[src/rtl/voltage_battery_capacity_tracker_core_defines.svh]
// Assertion macros used by the capacity tracker back end.
// They expect clk_i and rst_ni to exist in the module that uses them.
`ifndef VOLTAGE_BATTERY_CAPACITY_TRACKER_CORE_DEFINES_SVH
`define VOLTAGE_BATTERY_CAPACITY_TRACKER_CORE_DEFINES_SVH

`ifndef SYNTH

`define VBCT_ASSERT(name, prop, msg) \
  name: assert property (@(posedge clk_i) disable iff (!rst_ni) (prop)) else $error(msg);

`define VBCT_ASSERT_IMP(name, ante, cons, msg) \
  name: assert property (@(posedge clk_i) disable iff (!rst_ni) (ante) |-> (cons)) \
    else $error(msg);

`define VBCT_ASSERT_NEXT(name, ante, cons, msg) \
  name: assert property (@(posedge clk_i) disable iff (!rst_ni) (ante) |=> (cons)) \
    else $error(msg);

`else

`define VBCT_ASSERT(name, prop, msg)
`define VBCT_ASSERT_IMP(name, ante, cons, msg)
`define VBCT_ASSERT_NEXT(name, ante, cons, msg)

`endif

`endif

[src/rtl/vbct_pkg.sv]
package vbct_pkg;

  localparam int unsigned PCT_W     = 7;
  localparam int unsigned GAP_W     = 8;
  localparam int unsigned CFG_W     = 16;
  localparam int unsigned DIV_STEPS = 7;
  // Scaled numerator: a 16 bit difference times one hundred.
  localparam int unsigned NUM_W     = CFG_W + PCT_W;
  localparam int unsigned STEP_W    = 3;

  localparam logic [PCT_W-1:0] FULL_PERCENT = 7'd100;

  localparam logic CFG_EMPTY = 1'b0;
  localparam logic CFG_FULL  = 1'b1;

  typedef enum logic [1:0] {
    OP_UPDATE     = 2'd0,
    OP_UNRELIABLE = 2'd1,
    OP_DEFAULTS   = 2'd2,
    OP_SUSPEND    = 2'd3
  } op_e;

  // A classified item as it sits in the queue between front and back.
  typedef struct packed {
    op_e              op;
    logic             mode;
    logic             is_zero;
    logic             is_sat;
    logic [CFG_W-1:0] diff;
    logic [CFG_W-1:0] den;
  } item_t;

  typedef struct packed {
    logic             start;
    logic [CFG_W-1:0] diff;
    logic [CFG_W-1:0] den;
  } div_req_t;

  typedef struct packed {
    logic             done;
    logic [PCT_W-1:0] quo;
  } div_rsp_t;

endpackage

[src/rtl/vbct_front.sv]
module vbct_front #(
  parameter int unsigned VOLTAGE_BITS = 16
) (
  input  logic                       push_i,
  input  logic                       q_full_i,
  input  logic [1:0]                 operation_i,
  input  logic [VOLTAGE_BITS-1:0]    voltage_sample_i,
  input  logic                       relative_mode_i,
  input  logic [vbct_pkg::CFG_W-1:0] empty_voltage_i,
  input  logic [vbct_pkg::CFG_W-1:0] full_voltage_i,
  output logic                       wr_en_o,
  output vbct_pkg::item_t            item_o
);

  localparam int unsigned CMP_W = (VOLTAGE_BITS > vbct_pkg::CFG_W) ? VOLTAGE_BITS
                                                                    : vbct_pkg::CFG_W;

  logic [CMP_W-1:0] v_ext;
  logic [CMP_W-1:0] lo_ext;
  logic [CMP_W-1:0] hi_ext;
  logic             below;

  assign v_ext  = CMP_W'(voltage_sample_i);
  assign lo_ext = CMP_W'(empty_voltage_i);
  assign hi_ext = CMP_W'(full_voltage_i);
  assign below  = v_ext <= lo_ext;

  assign wr_en_o = push_i && !q_full_i;

  // The difference is only used when the sample lies strictly between the
  // two limits, so it always fits the register width.
  always_comb begin
    item_o.op      = vbct_pkg::op_e'(operation_i);
    item_o.mode    = relative_mode_i;
    item_o.is_zero = below;
    item_o.is_sat  = !below && (v_ext >= hi_ext);
    item_o.diff    = v_ext[vbct_pkg::CFG_W-1:0] - empty_voltage_i;
    item_o.den     = full_voltage_i - empty_voltage_i;
  end

endmodule

[src/rtl/vbct_queue.sv]
module vbct_queue (
  input  logic            clk_i,
  input  logic            rst_ni,
  input  logic            wr_en_i,
  input  vbct_pkg::item_t wr_item_i,
  input  logic            rd_en_i,
  output vbct_pkg::item_t rd_item_o,
  output logic            full_o,
  output logic            empty_o
);

  vbct_pkg::item_t entry_q [2];
  logic            wr_ptr_q, wr_ptr_d;
  logic            rd_ptr_q, rd_ptr_d;
  logic [1:0]      count_q, count_d;

  assign full_o    = count_q == 2'd2;
  assign empty_o   = count_q == 2'd0;
  assign rd_item_o = entry_q[rd_ptr_q];

  always_comb begin
    wr_ptr_d = wr_ptr_q;
    rd_ptr_d = rd_ptr_q;
    count_d  = count_q;
    if (wr_en_i) begin
      wr_ptr_d = ~wr_ptr_q;
    end
    if (rd_en_i) begin
      rd_ptr_d = ~rd_ptr_q;
    end
    if (wr_en_i && !rd_en_i) begin
      count_d = count_q + 2'd1;
    end else if (!wr_en_i && rd_en_i) begin
      count_d = count_q - 2'd1;
    end
  end

  always_ff @(posedge clk_i or negedge rst_ni) begin
    if (!rst_ni) begin
      wr_ptr_q <= 1'b0;
      rd_ptr_q <= 1'b0;
      count_q  <= 2'd0;
    end else begin
      wr_ptr_q <= wr_ptr_d;
      rd_ptr_q <= rd_ptr_d;
      count_q  <= count_d;
    end
  end

  always_ff @(posedge clk_i) begin
    if (wr_en_i) begin
      entry_q[wr_ptr_q] <= wr_item_i;
    end
  end

endmodule

[src/rtl/vbct_div.sv]
module vbct_div (
  input  logic               clk_i,
  input  logic               rst_ni,
  input  vbct_pkg::div_req_t req_i,
  output vbct_pkg::div_rsp_t rsp_o
);

  logic                           busy_q, busy_d;
  logic                           done_q, done_d;
  logic [vbct_pkg::STEP_W-1:0]    step_q, step_d;
  logic [vbct_pkg::NUM_W-1:0]     rem_q, rem_d;
  logic [vbct_pkg::CFG_W-1:0]     den_q, den_d;
  logic [vbct_pkg::PCT_W-1:0]     quo_q, quo_d;
  logic [vbct_pkg::NUM_W-1:0]     shifted;

  assign shifted = vbct_pkg::NUM_W'(den_q) << step_q;

  // Restoring division, one quotient bit per cycle, top bit first. The
  // quotient is known to stay below one hundred.
  always_comb begin
    busy_d = busy_q;
    done_d = 1'b0;
    step_d = step_q;
    rem_d  = rem_q;
    den_d  = den_q;
    quo_d  = quo_q;
    if (req_i.start) begin
      busy_d = 1'b1;
      step_d = vbct_pkg::STEP_W'(vbct_pkg::DIV_STEPS - 1);
      rem_d  = vbct_pkg::NUM_W'(req_i.diff) * vbct_pkg::NUM_W'(vbct_pkg::FULL_PERCENT);
      den_d  = req_i.den;
      quo_d  = '0;
    end else if (busy_q) begin
      if (rem_q >= shifted) begin
        rem_d         = rem_q - shifted;
        quo_d[step_q] = 1'b1;
      end
      if (step_q == '0) begin
        busy_d = 1'b0;
        done_d = 1'b1;
      end else begin
        step_d = step_q - vbct_pkg::STEP_W'(1);
      end
    end
  end

  always_ff @(posedge clk_i or negedge rst_ni) begin
    if (!rst_ni) begin
      busy_q <= 1'b0;
      done_q <= 1'b0;
      step_q <= '0;
    end else begin
      busy_q <= busy_d;
      done_q <= done_d;
      step_q <= step_d;
    end
  end

  always_ff @(posedge clk_i) begin
    rem_q <= rem_d;
    den_q <= den_d;
    quo_q <= quo_d;
  end

  assign rsp_o.done = done_q;
  assign rsp_o.quo  = quo_q;

endmodule

[src/rtl/vbct_back.sv]
`include "voltage_battery_capacity_tracker_core_defines.svh"

module vbct_back (
  input  logic                       clk_i,
  input  logic                       rst_ni,
  input  logic                       q_valid_i,
  input  vbct_pkg::item_t            q_item_i,
  output logic                       q_pop_o,
  output vbct_pkg::div_req_t         div_req_o,
  input  vbct_pkg::div_rsp_t         div_rsp_i,
  input  logic                       pop_i,
  output logic                       res_valid_o,
  output logic [vbct_pkg::PCT_W-1:0] stable_o,
  output logic [vbct_pkg::PCT_W-1:0] relative_o,
  output logic [vbct_pkg::PCT_W-1:0] direct_o,
  output logic [vbct_pkg::GAP_W-1:0] gap_o
);

  localparam logic [1:0] ST_IDLE  = 2'd0;
  localparam logic [1:0] ST_WAIT  = 2'd1;
  localparam logic [1:0] ST_APPLY = 2'd2;

  localparam logic signed [vbct_pkg::PCT_W+1:0] FULL_S = {2'b00, vbct_pkg::FULL_PERCENT};

  logic [1:0]                 state_q, state_d;
  vbct_pkg::item_t            item_q, item_d;
  logic [vbct_pkg::PCT_W-1:0] pct_q, pct_d;
  logic                       res_valid_q, res_valid_d;

  logic [vbct_pkg::PCT_W-1:0] stable_q, stable_d;
  logic [vbct_pkg::PCT_W-1:0] relative_q, relative_d;
  logic [vbct_pkg::PCT_W-1:0] previous_q, previous_d;
  logic                       skip_q, skip_d;
  logic                       track_q, track_d;
  logic [vbct_pkg::GAP_W-1:0] gap_q, gap_d;

  logic                              needs_div;
  logic                              apply;
  logic signed [vbct_pkg::PCT_W+1:0] rel_sum;
  logic signed [vbct_pkg::PCT_W+1:0] rel_pick;
  logic [vbct_pkg::PCT_W-1:0]        rel_clamp;
  logic [vbct_pkg::PCT_W-1:0]        rel_upd;
  logic signed [vbct_pkg::GAP_W-1:0] gap_new;

  assign needs_div = (q_item_i.op == vbct_pkg::OP_UPDATE || q_item_i.op == vbct_pkg::OP_DEFAULTS)
                     && !q_item_i.is_zero && !q_item_i.is_sat;
  assign apply     = (state_q == ST_APPLY) && (!res_valid_q || pop_i);

  always_comb begin
    state_d         = state_q;
    item_d          = item_q;
    pct_d           = pct_q;
    q_pop_o         = 1'b0;
    div_req_o.start = 1'b0;
    div_req_o.diff  = q_item_i.diff;
    div_req_o.den   = q_item_i.den;
    unique case (state_q)
      ST_IDLE: begin
        if (q_valid_i) begin
          q_pop_o = 1'b1;
          item_d  = q_item_i;
          if (needs_div) begin
            div_req_o.start = 1'b1;
            state_d         = ST_WAIT;
          end else begin
            pct_d   = q_item_i.is_sat ? vbct_pkg::FULL_PERCENT : '0;
            state_d = ST_APPLY;
          end
        end
      end
      ST_WAIT: begin
        if (div_rsp_i.done) begin
          pct_d   = div_rsp_i.quo;
          state_d = ST_APPLY;
        end
      end
      ST_APPLY: begin
        if (apply) begin
          state_d = ST_IDLE;
        end
      end
      default: begin
        state_d = ST_IDLE;
      end
    endcase
  end

  // Relative level for a periodic update, then the one-step stable move.
  always_comb begin
    rel_sum  = $signed({2'b00, relative_q}) + $signed({2'b00, pct_q})
               - $signed({2'b00, previous_q});
    rel_pick = track_q ? rel_sum : $signed({2'b00, pct_q});
    if (rel_pick > FULL_S || pct_q == vbct_pkg::FULL_PERCENT) begin
      rel_clamp = vbct_pkg::FULL_PERCENT;
    end else if (rel_pick < 0 || pct_q == '0) begin
      rel_clamp = '0;
    end else begin
      rel_clamp = rel_pick[vbct_pkg::PCT_W-1:0];
    end
    rel_upd = skip_q ? relative_q : rel_clamp;
    gap_new = $signed({1'b0, rel_upd}) - $signed({1'b0, stable_q});
  end

  always_comb begin
    stable_d   = stable_q;
    relative_d = relative_q;
    previous_d = previous_q;
    skip_d     = skip_q;
    track_d    = track_q;
    gap_d      = gap_q;
    if (apply) begin
      unique case (item_q.op)
        vbct_pkg::OP_UPDATE: begin
          relative_d = rel_upd;
          if (stable_q != '0 && gap_new < 0) begin
            stable_d = stable_q - vbct_pkg::PCT_W'(1);
          end else if (stable_q < vbct_pkg::FULL_PERCENT && gap_new > 0) begin
            stable_d = stable_q + vbct_pkg::PCT_W'(1);
          end
          previous_d = pct_q;
          gap_d      = gap_new;
          skip_d     = 1'b0;
        end
        vbct_pkg::OP_UNRELIABLE: begin
          skip_d  = 1'b1;
          track_d = item_q.mode;
        end
        vbct_pkg::OP_DEFAULTS: begin
          stable_d   = pct_q;
          relative_d = pct_q;
          previous_d = pct_q;
          skip_d     = 1'b0;
          track_d    = 1'b0;
        end
        vbct_pkg::OP_SUSPEND: begin
          skip_d = 1'b0;
        end
        default: begin
          skip_d = skip_q;
        end
      endcase
    end
  end

  always_comb begin
    res_valid_d = res_valid_q;
    if (apply) begin
      res_valid_d = 1'b1;
    end else if (pop_i) begin
      res_valid_d = 1'b0;
    end
  end

  always_ff @(posedge clk_i or negedge rst_ni) begin
    if (!rst_ni) begin
      state_q     <= ST_IDLE;
      res_valid_q <= 1'b0;
      stable_q    <= '0;
      relative_q  <= '0;
      previous_q  <= '0;
      skip_q      <= 1'b0;
      track_q     <= 1'b0;
      gap_q       <= '0;
    end else begin
      state_q     <= state_d;
      res_valid_q <= res_valid_d;
      stable_q    <= stable_d;
      relative_q  <= relative_d;
      previous_q  <= previous_d;
      skip_q      <= skip_d;
      track_q     <= track_d;
      gap_q       <= gap_d;
    end
  end

  always_ff @(posedge clk_i) begin
    item_q <= item_d;
    pct_q  <= pct_d;
  end

  // The levels themselves form the result; they only change on a transfer
  // into a free result slot.
  assign res_valid_o = res_valid_q;
  assign stable_o    = stable_q;
  assign relative_o  = relative_q;
  assign direct_o    = previous_q;
  assign gap_o       = gap_q;

  `VBCT_ASSERT_IMP(a_start_from_idle, div_req_o.start, state_q == ST_IDLE && q_valid_i,
                   "divider started outside of an idle pop")
  `VBCT_ASSERT_IMP(a_done_in_wait, div_rsp_i.done, state_q == ST_WAIT,
                   "divider finished while no division was pending")
  `VBCT_ASSERT_NEXT(a_result_held, res_valid_q && !pop_i,
                    res_valid_q && $stable(stable_q) && $stable(relative_q)
                    && $stable(previous_q) && $stable(gap_q),
                    "waiting result changed before its transfer")
  `VBCT_ASSERT(a_levels_in_range, stable_q <= vbct_pkg::FULL_PERCENT
               && relative_q <= vbct_pkg::FULL_PERCENT && previous_q <= vbct_pkg::FULL_PERCENT,
               "capacity level above one hundred percent")

endmodule

[src/rtl/voltage_battery_capacity_tracker_core.sv]
// Battery capacity tracker.
// Input channel: operation_i, voltage_sample_i and relative_mode_i are taken
// at a clock edge where push is high and full is low. A two-entry queue sits
// behind the input, so push can be accepted while a result is still waiting.
// Result channel: while empty is low the oldest result is on the capacity and
// gap outputs; it leaves at an edge where pop is high.
// Configuration: cfg_we_i writes cfg_wdata_i into empty voltage (index 0) or
// full voltage (index 1); write only while no item is in flight.
// A periodic update or load whose sample lies strictly between the two limits
// has its percent formed by a serial divider that produces one quotient bit
// per cycle; other items skip the divider. The back end takes the next item
// from the queue only after the current one has been applied.
// When the receiver stalls, the finished result stays on the outputs, the back
// end holds its next item, and full rises once the queue holds two items.
// Reset clears all levels, flags and the gap, empties the queue and loads
// 3400 and 4200 into the voltage limits.
module voltage_battery_capacity_tracker_core #(
  parameter int unsigned VOLTAGE_BITS = 16
) (
  input  logic                       clk_i,
  input  logic                       rst_ni,
  input  logic                       push,
  output logic                       full,
  input  logic [1:0]                 operation_i,
  input  logic [VOLTAGE_BITS-1:0]    voltage_sample_i,
  input  logic                       relative_mode_i,
  output logic                       empty,
  input  logic                       pop,
  output logic [vbct_pkg::PCT_W-1:0] stable_capacity_o,
  output logic [vbct_pkg::PCT_W-1:0] relative_capacity_o,
  output logic [vbct_pkg::PCT_W-1:0] voltage_capacity_o,
  output logic signed [vbct_pkg::GAP_W-1:0] relative_gap_o,
  input  logic                       cfg_we_i,
  input  logic                       cfg_idx_i,
  input  logic [vbct_pkg::CFG_W-1:0] cfg_wdata_i
);

  logic [vbct_pkg::CFG_W-1:0] empty_voltage_q;
  logic [vbct_pkg::CFG_W-1:0] full_voltage_q;

  logic               q_wr_en;
  vbct_pkg::item_t    q_wr_item;
  logic               q_full;
  logic               q_empty;
  logic               q_pop;
  vbct_pkg::item_t    q_rd_item;
  vbct_pkg::div_req_t div_req;
  vbct_pkg::div_rsp_t div_rsp;
  logic               res_valid;
  logic [vbct_pkg::GAP_W-1:0] gap;

  always_ff @(posedge clk_i or negedge rst_ni) begin
    if (!rst_ni) begin
      empty_voltage_q <= 16'd3400;
      full_voltage_q  <= 16'd4200;
    end else if (cfg_we_i) begin
      unique case (cfg_idx_i)
        vbct_pkg::CFG_EMPTY: empty_voltage_q <= cfg_wdata_i;
        vbct_pkg::CFG_FULL:  full_voltage_q  <= cfg_wdata_i;
        default: begin
          empty_voltage_q <= empty_voltage_q;
        end
      endcase
    end
  end

  vbct_front #(
    .VOLTAGE_BITS(VOLTAGE_BITS)
  ) u_front (
    .push_i          (push),
    .q_full_i        (q_full),
    .operation_i     (operation_i),
    .voltage_sample_i(voltage_sample_i),
    .relative_mode_i (relative_mode_i),
    .empty_voltage_i (empty_voltage_q),
    .full_voltage_i  (full_voltage_q),
    .wr_en_o         (q_wr_en),
    .item_o          (q_wr_item)
  );

  vbct_queue u_queue (
    .clk_i    (clk_i),
    .rst_ni   (rst_ni),
    .wr_en_i  (q_wr_en),
    .wr_item_i(q_wr_item),
    .rd_en_i  (q_pop),
    .rd_item_o(q_rd_item),
    .full_o   (q_full),
    .empty_o  (q_empty)
  );

  vbct_div u_div (
    .clk_i (clk_i),
    .rst_ni(rst_ni),
    .req_i (div_req),
    .rsp_o (div_rsp)
  );

  vbct_back u_back (
    .clk_i      (clk_i),
    .rst_ni     (rst_ni),
    .q_valid_i  (!q_empty),
    .q_item_i   (q_rd_item),
    .q_pop_o    (q_pop),
    .div_req_o  (div_req),
    .div_rsp_i  (div_rsp),
    .pop_i      (pop),
    .res_valid_o(res_valid),
    .stable_o   (stable_capacity_o),
    .relative_o (relative_capacity_o),
    .direct_o   (voltage_capacity_o),
    .gap_o      (gap)
  );

  assign full           = q_full;
  assign empty          = !res_valid;
  assign relative_gap_o = $signed(gap);

endmodule
[config.mk]
export PLATFORM = sky130hd
export DESIGN_NAME = voltage_battery_capacity_tracker_core
export DESIGN_NICKNAME = d
export VERILOG_FILES = /design/src/rtl/vbct_pkg.sv /design/src/rtl/vbct_front.sv /design/src/rtl/vbct_queue.sv /design/src/rtl/vbct_div.sv /design/src/rtl/vbct_back.sv /design/src/rtl/voltage_battery_capacity_tracker_core.sv
export VERILOG_INCLUDE_DIRS = /design/src /design/src/rtl
export SDC_FILE = /design/constraint.sdc
export NUM_CORES = 1
export LEC_CHECK = 0
export BUFFER_PORTS_ARGS = -buffer_cell sky130_fd_sc_hd__buf_2
export CORE_MARGIN = 5
export CORE_UTILIZATION = 34
export DETAILED_ROUTE_END_ITERATION = 7
export PLACE_DENSITY = 0.59
export SYNTH_ARGS = -nofsm -noshare
export SYNTH_HDL_FRONTEND = slang
export SYNTH_SLANG_ARGS = --single-unit
[constraint.sdc]
create_clock -name clk_i -period 13.2 [get_ports clk_i]
set_input_delay 1.32 -clock clk_i [delete_from_list [all_inputs] [get_ports clk_i]]
set_output_delay 1.32 -clock clk_i [all_outputs]
set_load 0.02 [all_outputs]
Word level (Yosys, flattened, before mapping)
Memories as Yosys holds them, arrays and structs flattened. Cells that the tools add are included.

Add/subtract/negate cells: 11. Shifts and indexed selects: 1. Mux-type cells: 45. Multiply operators: 1. Reductions and logical operators: 50. Equal/unequal tests: 14. Magnitude comparators: 10. Divide/modulo/power cells: 0. Bitwise gates (word level): 5.

Operators by type and width (count): 2-to-1 mux 23 bit (3); 2-to-1 mux 7 bit (9); one-hot mux 7 bit (2 select lines) (3); subtractor 16 bit (2); >= comparator 23 bit (1); left shift 16 x 3 -> 23 bit (1); subtractor 23 bit (1); multiplier 16 x 5 -> 21 bit, second input constant (1); AND reduction 2 bit (10); >= comparator 16 bit (1); less-or-equal comparator 16 bit (1); 2-to-1 mux 1 bit (16); nonzero test 2 bit (7); 2-to-1 mux 2 bit (6); == test 2 bit, second input constant (5); logical AND 1 bit (10); greater-than comparator 9 x 8 -> 1 bit, second input constant (1); < comparator 9 x 1 -> 1 bit, second input constant (1); 2-to-1 mux 3 bit (3); 2-to-1 mux 9 bit (1); subtractor 9 x 8 -> 9 bit (1); adder 7 x 7 -> 8 bit (1); greater-than comparator 8 x 1 -> 1 bit, second input constant (1); logical NOT 2 bit (4); other kinds (29) (47).

Memories kept: 1. Output and inout port bits: 31. Memory bits (read-only): 0. Register bits: 131. Bits in writable memories: 74. Bits in latches: 0.

Memory list: u_queue.entry_q (depth 2, width 37, read ports 1, clocked after Yosys merged registers in 0, wr ports 1, line vbct_queue.sv:12) `vbct_pkg::item_t entry_q [2];`.

Logic depth before layout (Yosys ltp)
Gate-level depths: netlist (run 1).

Depth after elaboration: 14. Gate-level depth with buffers: 32. Mapped depth without buffers: 32.

Cells and area by module
A second synthesis (run 1) with hierarchy kept.

Cells, all modules: 1389. Area total of the unflattened synthesis: 14833.0 sq um.

By module, submodules not included: vbct_div (times used 1, cells each 502, area each 4983.5 sq um, sequential area each 1416.4 sq um); vbct_back (times used 1, cells each 394, area each 3542.1 sq um, sequential area each 1151.1 sq um); vbct_queue (times used 1, cells each 131, area each 2939.1 sq um, sequential area each 2322.2 sq um); vbct_front (times used 1, cells each 291, area each 2097.0 sq um, sequential area each 0.0 sq um); voltage_battery_capacity_tracker_core (times used 1, cells each 71, area each 1271.2 sq um, sequential area each 812.0 sq um).

Least setup slack after synthesis (run 1)
OpenSTA, ideal clock, no wires.

Path kind: reg-to-reg. Start: reg u_back.relative_q (netlist bit u_back.relative_o[0]). End: reg u_back.stable_q (netlist bit u_back.stable_o[6]). Cell stages (with the launch flop): 31. Library setup time: 0.128 ns. Required time: 13.072 ns. Clock period less this slack: 6.083 ns. Setup slack: 7.117 ns. Data arrival time: 5.955 ns. Path through: dfrtp_1 ha_1 fa_1 a21o_1 a21oi_1 xnor2_1 ha_1 nor2b_1 a311oi_2 o2bb2ai_1 nor2_1 a221o_1 nor3_2 o211ai_1 nand2_1 ha_1 nor2b_1 o21ai_0 a21boi_1 o31ai_1 a21oi_1 or2_2 inv_1 ha_1 a21oi_1 o21bai_1 a21o_1 a21oi_1 nor3_1 o31ai_1 o21ai_0.

Word-level cells in the longest chain between the ends: 13. Elaborated cells between the ends (all ways): 19.

RTL lines: from (decl) (line vbct_back.sv:31) `logic [vbct_pkg::PCT_W-1:0] relative_q, relative_d;`; from (signal assigned) (line vbct_back.sv:168) `relative_q <= relative_d;`; adder 7 x 7 -> 8 bit (line vbct_back.sv:90) `rel_sum = $signed({2'b00, relative_q}) + $signed({2'b00, pct_q})`; subtractor 9 x 8 -> 9 bit (line vbct_back.sv:91) `- $signed({2'b00, previous_q});`; 2-to-1 mux 9 bit (line vbct_back.sv:92) `rel_pick = track_q ? rel_sum : $signed({2'b00, pct_q});`; < comparator 9 x 1 -> 1 bit (line vbct_back.sv:95) `end else if (rel_pick < 0 || pct_q == '0) begin`; logical OR 1 bit (line vbct_back.sv:95); 2-to-1 mux 7 bit (line vbct_back.sv:95); 2-to-1 mux 7 bit (line vbct_back.sv:93) `if (rel_pick > FULL_S || pct_q == vbct_pkg::FULL_PERCENT) begin`; 2-to-1 mux 7 bit * (line vbct_back.sv:100) `rel_upd = skip_q ? relative_q : rel_clamp;`; subtractor 7 x 7 -> 8 bit * (line vbct_back.sv:101) `gap_new = $signed({1'b0, rel_upd}) - $signed({1'b0, stable_q});`; greater-than comparator 8 x 1 -> 1 bit or < comparator 8 x 1 -> 1 bit (tied branches) (line vbct_back.sv:117, vbct_back.sv:115); logical AND 1 bit (on tied branches) (line vbct_back.sv:117, vbct_back.sv:115); != test 3 x 1 -> 1 bit (no source line) or 2-to-1 mux 7 bit (tied branches); AND reduction 3 bit (no source line) or one-hot mux 7 bit (2 select lines) (tied branches); to (signal assigned) (line vbct_back.sv:167) `stable_q <= stable_d;`; to (decl) (line vbct_back.sv:30) `logic [vbct_pkg::PCT_W-1:0] stable_q, stable_d;`.

Mark *: on every way between the ends. The rest lies on a longest branch, timed or not. A chain may end at the register's enable or synchronous reset.

Worst setup path in the final report (run 1)
Start: reg u_back.pct_q[0] (netlist name). End: reg u_back.stable_q (netlist bit u_back.stable_o[6]).

Word-level cells in the longest chain between the ends: 13. Elaborated cells between the ends (all ways): 21.

RTL lines: from (decl) (line vbct_back.sv:27) `logic [vbct_pkg::PCT_W-1:0] pct_q, pct_d;`; from (signal assigned) (line vbct_back.sv:178) `pct_q <= pct_d;`; adder 7 x 7 -> 8 bit (line vbct_back.sv:90); subtractor 9 x 8 -> 9 bit (line vbct_back.sv:91); 2-to-1 mux 9 bit (line vbct_back.sv:92); < comparator 9 x 1 -> 1 bit (line vbct_back.sv:95); logical OR 1 bit (line vbct_back.sv:95); 2-to-1 mux 7 bit (line vbct_back.sv:95); 2-to-1 mux 7 bit * (line vbct_back.sv:93); 2-to-1 mux 7 bit * (line vbct_back.sv:100); subtractor 7 x 7 -> 8 bit * (line vbct_back.sv:101); greater-than comparator 8 x 1 -> 1 bit or < comparator 8 x 1 -> 1 bit (tied branches) (line vbct_back.sv:117, vbct_back.sv:115); logical AND 1 bit (on tied branches) (line vbct_back.sv:117, vbct_back.sv:115); != test 3 x 1 -> 1 bit (no source line) or 2-to-1 mux 7 bit (tied branches); AND reduction 3 bit (no source line) or one-hot mux 7 bit (2 select lines) (tied branches).

Marked as above.

==> run_results.csv, run 1 <==
group,metric,value,unit
cts,clk_latency,0.54,ns
synth,syn_avg_cell_area,10.3,um^2
cts,cts.sinks,205,
synth,syn_nets,1568,
hold_path,whs_endpoint,"u_div.quo_q[3]",
synth,synth_edf_count,121,
sta,fin_crit,6.86,ns
cts,cts.clk_slew.worst_paths,0.06,ns
synth,ys_warn_count,0,
route,post-route-drc-count,0,
critical_path,cp-start-kind,"flop",
global_routing,grt_antenna_before_repair,0,
die,dieArea,45400,um^2
cts,cts.path.max_buffers,3,
die,row_count,74,
critical_path,crit_arrival,7.22,ns
sta,hold_viol,0,
global_routing,grt_max_degree,62,
cts,cts_tree,"built",
place,port_buffers,71,
critical_path,r2r-end,"u_back.stable_o[6]",
critical_path,r2r-start,"u_back.pct_q[0]",
route,wl_met1,14700,um
critical_path,cp.required,13.56,ns
cts,cts_resized,0,
synth,ys_ff_latch,205,
finish,drive_gt1_share,14.4,%
sta,max_slew.worst_pin.slew,1.17,ns
critical_path,crit_slowest_cell,"edfxtp_1",
hold_path,hold_path_depth,2,
critical_path,crit_path_end_kind,"flop",
finish,synthToLayoutAreaGrowth,12.0,%
sta,setup_viol,0,
critical_path,path_delay_family,"compound AO/OA/AOI/OAI gates",
route,routed.top_layer,"met4",
route,drt_iter0_drc,633,
sta,setup-tns-final,0,ns
cts,postCtsSetupBuffers,0,
route,wl_met3,1220,um
synth,async_reset_ff_share,36.6,%
sta,slew_headroom,22.3,%
job,cap_violations,0,
sta,rsz0062_at_grt,"false",
route,ant_nets,0,
synth,ys_seq_area_share,40.7,%
route,avgRoutedWirePerCell,15.9,um
place,dp_hpwl,24200,um
critical_path,r2r_cells,30,
critical_path,worstSetupPathType,"reg -> reg",
hold_path,hp-class,"reg -> reg",
die,initial_core_util,34.3,%
route,drt_pass1_iterations,5,
cts,htreeDepth,1,
critical_path,critPathMaxFanout,7,
sta,final_max_slew_viol_count,0,
critical_path,reg2reg_slack,6.34,ns
finish,fin_area,15700,um^2
route,via_per_inst,5.09,
place,placed_cell_area,15000,um^2
sta,fin_skew,0.0211,ns
cts,root_buffer,"clkbuf_16",
die,ios,72,
synth,synth.distinct_cells,83,
route,wirelength,31300,um
die,fp.coreArea,40800,um^2
die,fp.dieW,213,um
finish,diodes,0,
finish,nets,1639,
global_routing,grt_pass1_vias,10200,
global_routing,grt_use_total,13.8,%
outcome,status,"finished clean",
route,vias,10000,
synth,netlist_area,14000,um^2
die,die_h,213,um
synth,synth_flop_cell,"edfxtp_1",
route,wl_met2,14700,um
place,place.gp.congestion,0.883,
global_routing,grt-ovfl-total,0,
sta,max_freq,146,MHz
critical_path,critPathBufInv,1,
cts,numCtsBuffers,24,
global_routing,grt_pass1_wl,51800,um
hold_path,min-delay-start,"u_div.quo_q[3]",
cts,ctsHoldBuffers,0,
synth,synthCells,1355,
critical_path,slowest_delay,0.48,ns
sta,finalCritPeriodShare,52.0,%
finish,fillers,4035,
==> worst min-delay path, delay by kind of cell (launching register included) <==
family | cells | cell delay, ns
AO/OA/AOI/OAI | 1 | 0.04
flip-flops | 1 | 0.32
AND/OR/NAND/NOR | 1 | 0.07
==> worst max path at each step <==
| stage | start | end | slack [ns] | cells after the start |
|---|---|---|---|---|
| after global placement | u_back.pct_q[0] | u_back.stable_o[6] | 6.66 | 30 |
| after floorplan | u_back.relative_o[0] | u_back.stable_o[6] | 7.12 | 30 |
| final | u_back.pct_q[0] | u_back.stable_o[6] | 6.34 | 30 |
| after global routing | u_back.pct_q[0] | u_back.stable_o[6] | 5.84 | 30 |
| after detailed placement | u_back.pct_q[0] | u_back.stable_o[6] | 6.40 | 30 |
| after CTS | u_back.pct_q[0] | u_back.stable_o[6] | 6.38 | 30 |
==> layer usage <==
layer,GRT usage [%],vias to the layer above
li1,-,5031
met1,18.4,4795
met2,23.4,171
met3,2.31,44
met4,3.86,0
met5,0,-
==> cells in the final DEF (no fill, tap or decap), drive strengths merged, types with 28 or more instances in the layout <==
cell type	synthesis	routed
buf	7	78
a21oi	79	79
inv	147	147
nand2	98	98
clkbuf	26	28
o21ai	80	80
edfxtp	121	121
nor2	66	66
dfrtp	66	66
mux2	47	47
ha	154	154
xnor2	48	48
a21o	32	32
==> area by class of cell <==
| cell class | instances | area [um^2] | area share (%) |
|---|---|---|---|
| Tap cell | 532 | 666 | 4.24 |
| Clock buffer | 28 | 616 | 3.93 |
| Multi-Input combinational cell | 969 | 7620 | 48.6 |
| Clock inverter | 14 | 110 | 0.702 |
| Inverter | 148 | 556 | 3.54 |
| Sequential cell | 205 | 5700 | 36.4 |
| Timing Repair Buffer | 78 | 410 | 2.62 |
==> per-stage QoR <==
stage,util [%],hold slack [ns],setup WS (ns),instances
3_5_place_dp,36.6,0.451,6.40,1932
6_report,38.4,0.467,6.34,1974
3_3_place_gp,36.6,0.441,6.66,1932
5_1_grt,38.4,0.486,5.84,1974
2_1_floorplan,-,0.428,7.12,1355
4_1_cts,38.4,0.465,6.38,1974
==> state kept, by name, summed over array words and instances, names as in the netlist, 8 cells and up <==
signal,flops
full_voltage_q,16
empty_voltage_q,16
u_back.gap_o,8
u_div.rem_q,23
u_queue.entry_q,74
u_div.den_q,16
==> synthesized netlist by cell type, types with 16 or more instances <==
master,number,area (um^2)
nand3_1,16,80.1
nand2b_1,18,113
xnor2_1,48,420
nor2_1,66,248
fa_1,18,360
mux2i_1,27,270
o21a_1,24,180
a21o_1,32,240
o21ai_0,72,360
nand2_1,98,368
a21oi_1,77,385
nor2b_1,26,163
mux2_2,47,529
clkbuf_1,26,97.6
edfxtp_1,121,3630
xor2_1,27,236
ha_1,154,1930
dfrtp_1,66,1650
inv_1,145,544
nor3_1,26,130
==> kinds of logic (layout without fill, tap and decap cells) <==
logic type	count (synthesis)	in the layout	synth area share, %
xor+xnor	75	75	4.69
mux	80	80	6.67
fa+ha+maj	172	172	16.3
flops	205	205	40.7
buf+inv	181	268	4.96
simple gates	307	307	10.7
compound gates	335	335	16.0
Power of run 1 is not shown: default switching activity piles up to over one toggle a cycle in this logic, so the estimate is an artifact.
==> run 2, diff against run 1 <==
Clock period 13.2 ns to 6.7 ns, I/O delays scaled along.
==> run 2 against run 1 <==
Effect of this change: die area unchanged; register-to-register slack worse by 6.0 ns; routed wire length up 0.23%; non-clock buffer count up 9; critical path type unchanged; highest routed layer unchanged.
==> run_results.csv, run 2 (synthesis gave the netlist of run 1 again) <==
group,metric,value,unit
cts,clk_latency,0.52,ns
cts,cts.clk_slew.worst_paths,0.06,ns
die,initial_core_util,34.3,%
critical_path,crit_path_end_kind,"flop",
route,via_per_inst,5.05,
place,dp_hpwl,24400,um
critical_path,r2r-start,"u_back.pct_q[0]",
sta,finalCritPeriodShare,95.2,%
die,row_count,74,
global_routing,grt_pass1_wl,52000,um
global_routing,grt_use_total,13.9,%
critical_path,critPathMaxFanout,7,
finish,finish.utilization,38.6,%
global_routing,grt_antenna_before_repair,0,
cts,cts.path.max_buffers,3,
sta,hold_viol,0,
finish,synthToLayoutAreaGrowth,12.6,%
hold_path,hp-class,"in -> reg",
finish,top_register,"u_queue.entry_q",
critical_path,crit_arrival,6.77,ns
finish,nets,1647,
place,place.gp.congestion,0.865,
route,wirelength,31400,um
die,fp.dieW,213,um
finish,diodes,0,
sta,fin_skew,0.0123,ns
die,fp.coreArea,40800,um^2
critical_path,cp.required,7.10,ns
critical_path,critPathBufInv,1,
hold_path,min-delay-start,"operation_i[0]",
sta,final_max_slew_viol_count,0,
finish,drive_gt1_share,14.9,%
sta,slew_headroom,28.4,%
route,post-route-drc-count,0,
job,cap_violations,0,
cts,htreeDepth,1,
outcome,status,"finished clean",
critical_path,crit_slowest_cell,"edfxtp_1",
finish,final_common_cell,"ha_1",
sta,layout_setup_ws,0.325,ns
critical_path,cp-start-kind,"flop",
route,drt_pass1_iterations,4,
place,port_buffers,71,
critical_path,path_delay_family,"compound AO/OA/AOI/OAI gates",
place,dp_slack,0.0987,ns
critical_path,worstSetupPathType,"reg -> reg",
critical_path,setup.worst_path.start,"u_back.pct_q[0]",
route,avgRoutedWirePerCell,15.8,um
route,drt_iter0_drc,608,
critical_path,slowest_delay,0.46,ns
finish,largestRegisters,"u_queue.entry_q: 74 flops, u_div.rem_q: 23 flops",
sta,setup_viol,0,
route,vias,10000,
sta,max_slew.worst_pin.slew,1.07,ns
route,ant_nets,0,
cts,root_buffer,"clkbuf_16",
die,ios,72,
critical_path,critPathMostFrequentCell,"ha_1",
global_routing,grt_pass1_vias,10100,
sta,fin_crit,6.38,ns
die,dieArea,45400,um^2
global_routing,grt-ovfl-total,0,
finish,largest_register_ff_count,74,
global_routing,grt_max_degree,63,
sta,timing.hold.ws,0.352,ns
sta,max_freq,157,MHz
finish,final_cell_mix,"154 x ha_1, 144 x inv_1, 121 x edfxtp_1, 98 x nand2_1, 76 x a21oi_1",
cts,numCtsBuffers,23,
cts,cts_tree,"built",
cts,cts.sinks,205,
die,die_h,213,um
[run 2: worst reg2reg max path: cells and delay by family (launching register included)]
| family | cells | cell delay, ns |
|---|---|---|
| xor gates and xnor gates | 1 | 0.14 |
| DFF | 1 | 0.46 |
| adders and majority gates | 5 | 1.45 |
| and+or+nand+nor | 7 | 1.13 |
| buffers and inverters | 1 | 0.11 |
| AOI/OAI and AO/OA | 16 | 2.98 |
[run 2: worst paths after layout]
check                                    endpoint  slack, ns  cells past startpoint
min reg2reg                        u_div.quo_q[0]       0.46                      2
max in group asynchronous      full_voltage_q[15]       5.02                      3
min in group asynchronous    u_back.relative_o[3]       0.55                      2
min                        u_queue.entry_q[1][35]       0.35                      1
max                            u_back.stable_o[6]       0.32                     30
max reg2reg                    u_back.stable_o[6]       0.32                     30
[run 2: timing repair]
item                       CTS  global route
setup endpoints to repair    0             4
hold endpoints to repair    13             0
buffers inserted             0             3
hold buffers                 1             0
gates resized for setup      0             7
[run 2: layout make-up]
| type | count | area, um^2 |
|---|---|---|
| Sequential cell | 205 | 5700 |
| Clock inverter | 13 | 113 |
| Inverter | 148 | 556 |
| Timing Repair Buffer | 87 | 480 |
| Fill cell | 3991 | 25100 |
| Clock buffer | 29 | 598 |
| Multi-Input combinational cell | 969 | 7650 |
| Tap cell | 532 | 666 |
[run 2: per-stage QoR]
stage                     instances  cell area (um^2)  TNS [ns]
after floorplan                1355             14000         0
after global placement         1937             15000         0
after detailed placement       1937             15000         0
after CTS                      1980             15700         0
after global routing           1983             15800   -0.0368
final                          1983             15800         0
[run 2: metal layers]
metal  global-route usage, %  vias to the layer above  wire length [um]
met1                    19.1                     4766             14900
met2                    23.1                      162             14600
li1                        -                     5036                 -
met5                       0                        -                 0
met3                    1.94                       51              1080
met4                    3.75                        0               877
Power of run 2 is left out for the same reason.
==> run 3, diff against run 2 <==
Settings changed: PLACE_DENSITY 0.59 to not set, PLACE_DENSITY_LB_ADDON set to 0.15.
==> run 3 against run 2 <==
Effect of this change: die area did not move; largest cell class unchanged; highest routed layer unchanged; clock skew increased by 0.0060 ns; register-to-register slack better by 0.03 ns; critical path depth is 1 higher; sequential share of layout area shrank 0.39 points; clock-buffer cell count rose by 3; global-route usage is 0.96 points higher; utilization up 0.43 points; hold slack worse by 0.31 ns; routed wire length up 7.0%; worst setup slack better by 0.032 ns; via count down 0.16%.
==> run_results.csv, run 3 (synthesis gave the netlist of run 1 again) <==
group,metric,value,unit
global_routing,grt_pass1_vias,10200,
critical_path,cp-start-kind,"flop",
route,drt_pass1_iterations,5,
cts,root_buffer,"clkbuf_16",
sta,fin_skew,0.0182,ns
cts,clk_latency,0.55,ns
route,via_per_inst,5.02,
outcome,status,"finished clean",
sta,fin_crit,6.34,ns
route,avgRoutedWirePerCell,16.9,um
sta,slew_headroom,27.8,%
sta,timing.hold.ws,0.0427,ns
finish,drive_gt1_share,15.7,%
critical_path,cp.required,7.12,ns
sta,max_freq,158,MHz
global_routing,grt_antenna_before_repair,0,
critical_path,crit_arrival,6.76,ns
cts,cts_tree,"built",
finish,nets,1655,
die,die_h,213,um
sta,setup-tns-final,0,ns
critical_path,critPathMaxFanout,5,
die,initial_core_util,34.3,%
finish,fin_area,15900,um^2
finish,largest_register_ff_count,74,
cts,cts.path.max_buffers,3,
place,place.gp.congestion,0.844,
sta,hold_viol,0,
global_routing,grt-ovfl-total,0,
die,fp.coreArea,40800,um^2
cts,numCtsBuffers,26,
global_routing,grt_pass1_wl,54500,um
finish,top_register,"u_queue.entry_q",
route,post-route-drc-count,0,
job,cap_violations,0,
route,wirelength,33600,um
place,port_buffers,71,
critical_path,worstSetupPathType,"reg -> reg",
finish,synthToLayoutAreaGrowth,13.8,%
critical_path,crit_slowest_cell,"dfrtp_1",
critical_path,slowest_delay,0.42,ns
finish,diodes,0,
die,fp.dieW,213,um
route,drt_iter0_drc,499,
die,row_count,74,
route,vias,9999,
hold_path,hp-class,"in -> async",
die,dieArea,45400,um^2
die,ios,72,
critical_path,crit_path_end_kind,"flop",
route,ant_nets,0,
place,dp_hpwl,25900,um
cts,cts.clk_slew.worst_paths,0.06,ns
sta,setup_viol,0,
sta,max_slew.worst_pin.slew,1.08,ns
cts,htreeDepth,1,
sta,final_max_slew_viol_count,0,
cts,cts.sinks,205,
finish,final_cell_mix,"154 x ha_1, 144 x inv_1, 121 x edfxtp_1, 98 x nand2_1, 76 x a21oi_1",
finish,largestRegisters,"u_queue.entry_q: 74 flops, u_div.rem_q: 23 flops",
place,placed_cell_area,15000,um^2
sta,finalCritPeriodShare,94.7,%
global_routing,grt_use_total,14.9,%
finish,final_common_cell,"ha_1",
global_routing,grt_max_degree,47,
## run 3: area by class of cell
class	count	area [um^2]
Inverter	148	556
Multi-Input combinational cell	969	7660
Tap cell	532	666
Timing Repair Buffer	92	515
Sequential cell	205	5700
Clock inverter	15	171
Fill cell	4046	24900
Clock buffer	32	673
## run 3: worst paths after layout
kind,cells after the start,slack (ns),startpoint,endpoint
hold / removal,1,0.04,rst_ni,empty_voltage_q[0]
hold reg to reg,2,0.46,u_div.quo_q[0],u_div.quo_q[0]
setup / recovery,31,0.36,u_back.relative_o[0],u_back.stable_o[6]
max in group asynchronous,2,5.60,rst_ni,u_queue.rd_ptr_q
setup reg to reg,31,0.36,u_back.relative_o[0],u_back.stable_o[6]
min in group clk_i,1,0.31,operation_i[1],u_queue.entry_q[0][36]
## run 3: worst max-delay path, delay by kind of cell, from the launching register on
family / cells / cell delay, ns
DFF: 1 / 0.42
xor gates and xnor gates: 1 / 0.09
adders and majority gates: 5 / 1.45
and+or+nand+nor: 6 / 1.09
AOI/OAI and AO/OA: 18 / 3.04
buffers and inverters: 1 / 0.11
## run 3: metal layers
metal  GRT usage [%]  wire length, um
met5               0                0
met4            3.31              608
met3            2.91             1480
met2            24.2            15300
met1            20.7            16200
## run 3: metrics by stage
stage	std cells	util, %	setup slack (ns)
5_1_grt	1993	39.0	-0.0290
4_1_cts	1986	38.8	0.148
3_3_place_gp	1939	36.8	0.311
3_5_place_dp	1939	36.8	0.196
2_1_floorplan	1355	-	0.617
6_report	1993	39.0	0.357
## run 3: repair_timing
action                                  4_1_cts  5_1_grt
hold buffers                                  0        0
endpoints found under the setup margin        0        3
gates resized for setup                       0        9
hold endpoints to repair                      0        0
setup buffers                                 0        7
Power of run 3 is left out for the same reason.
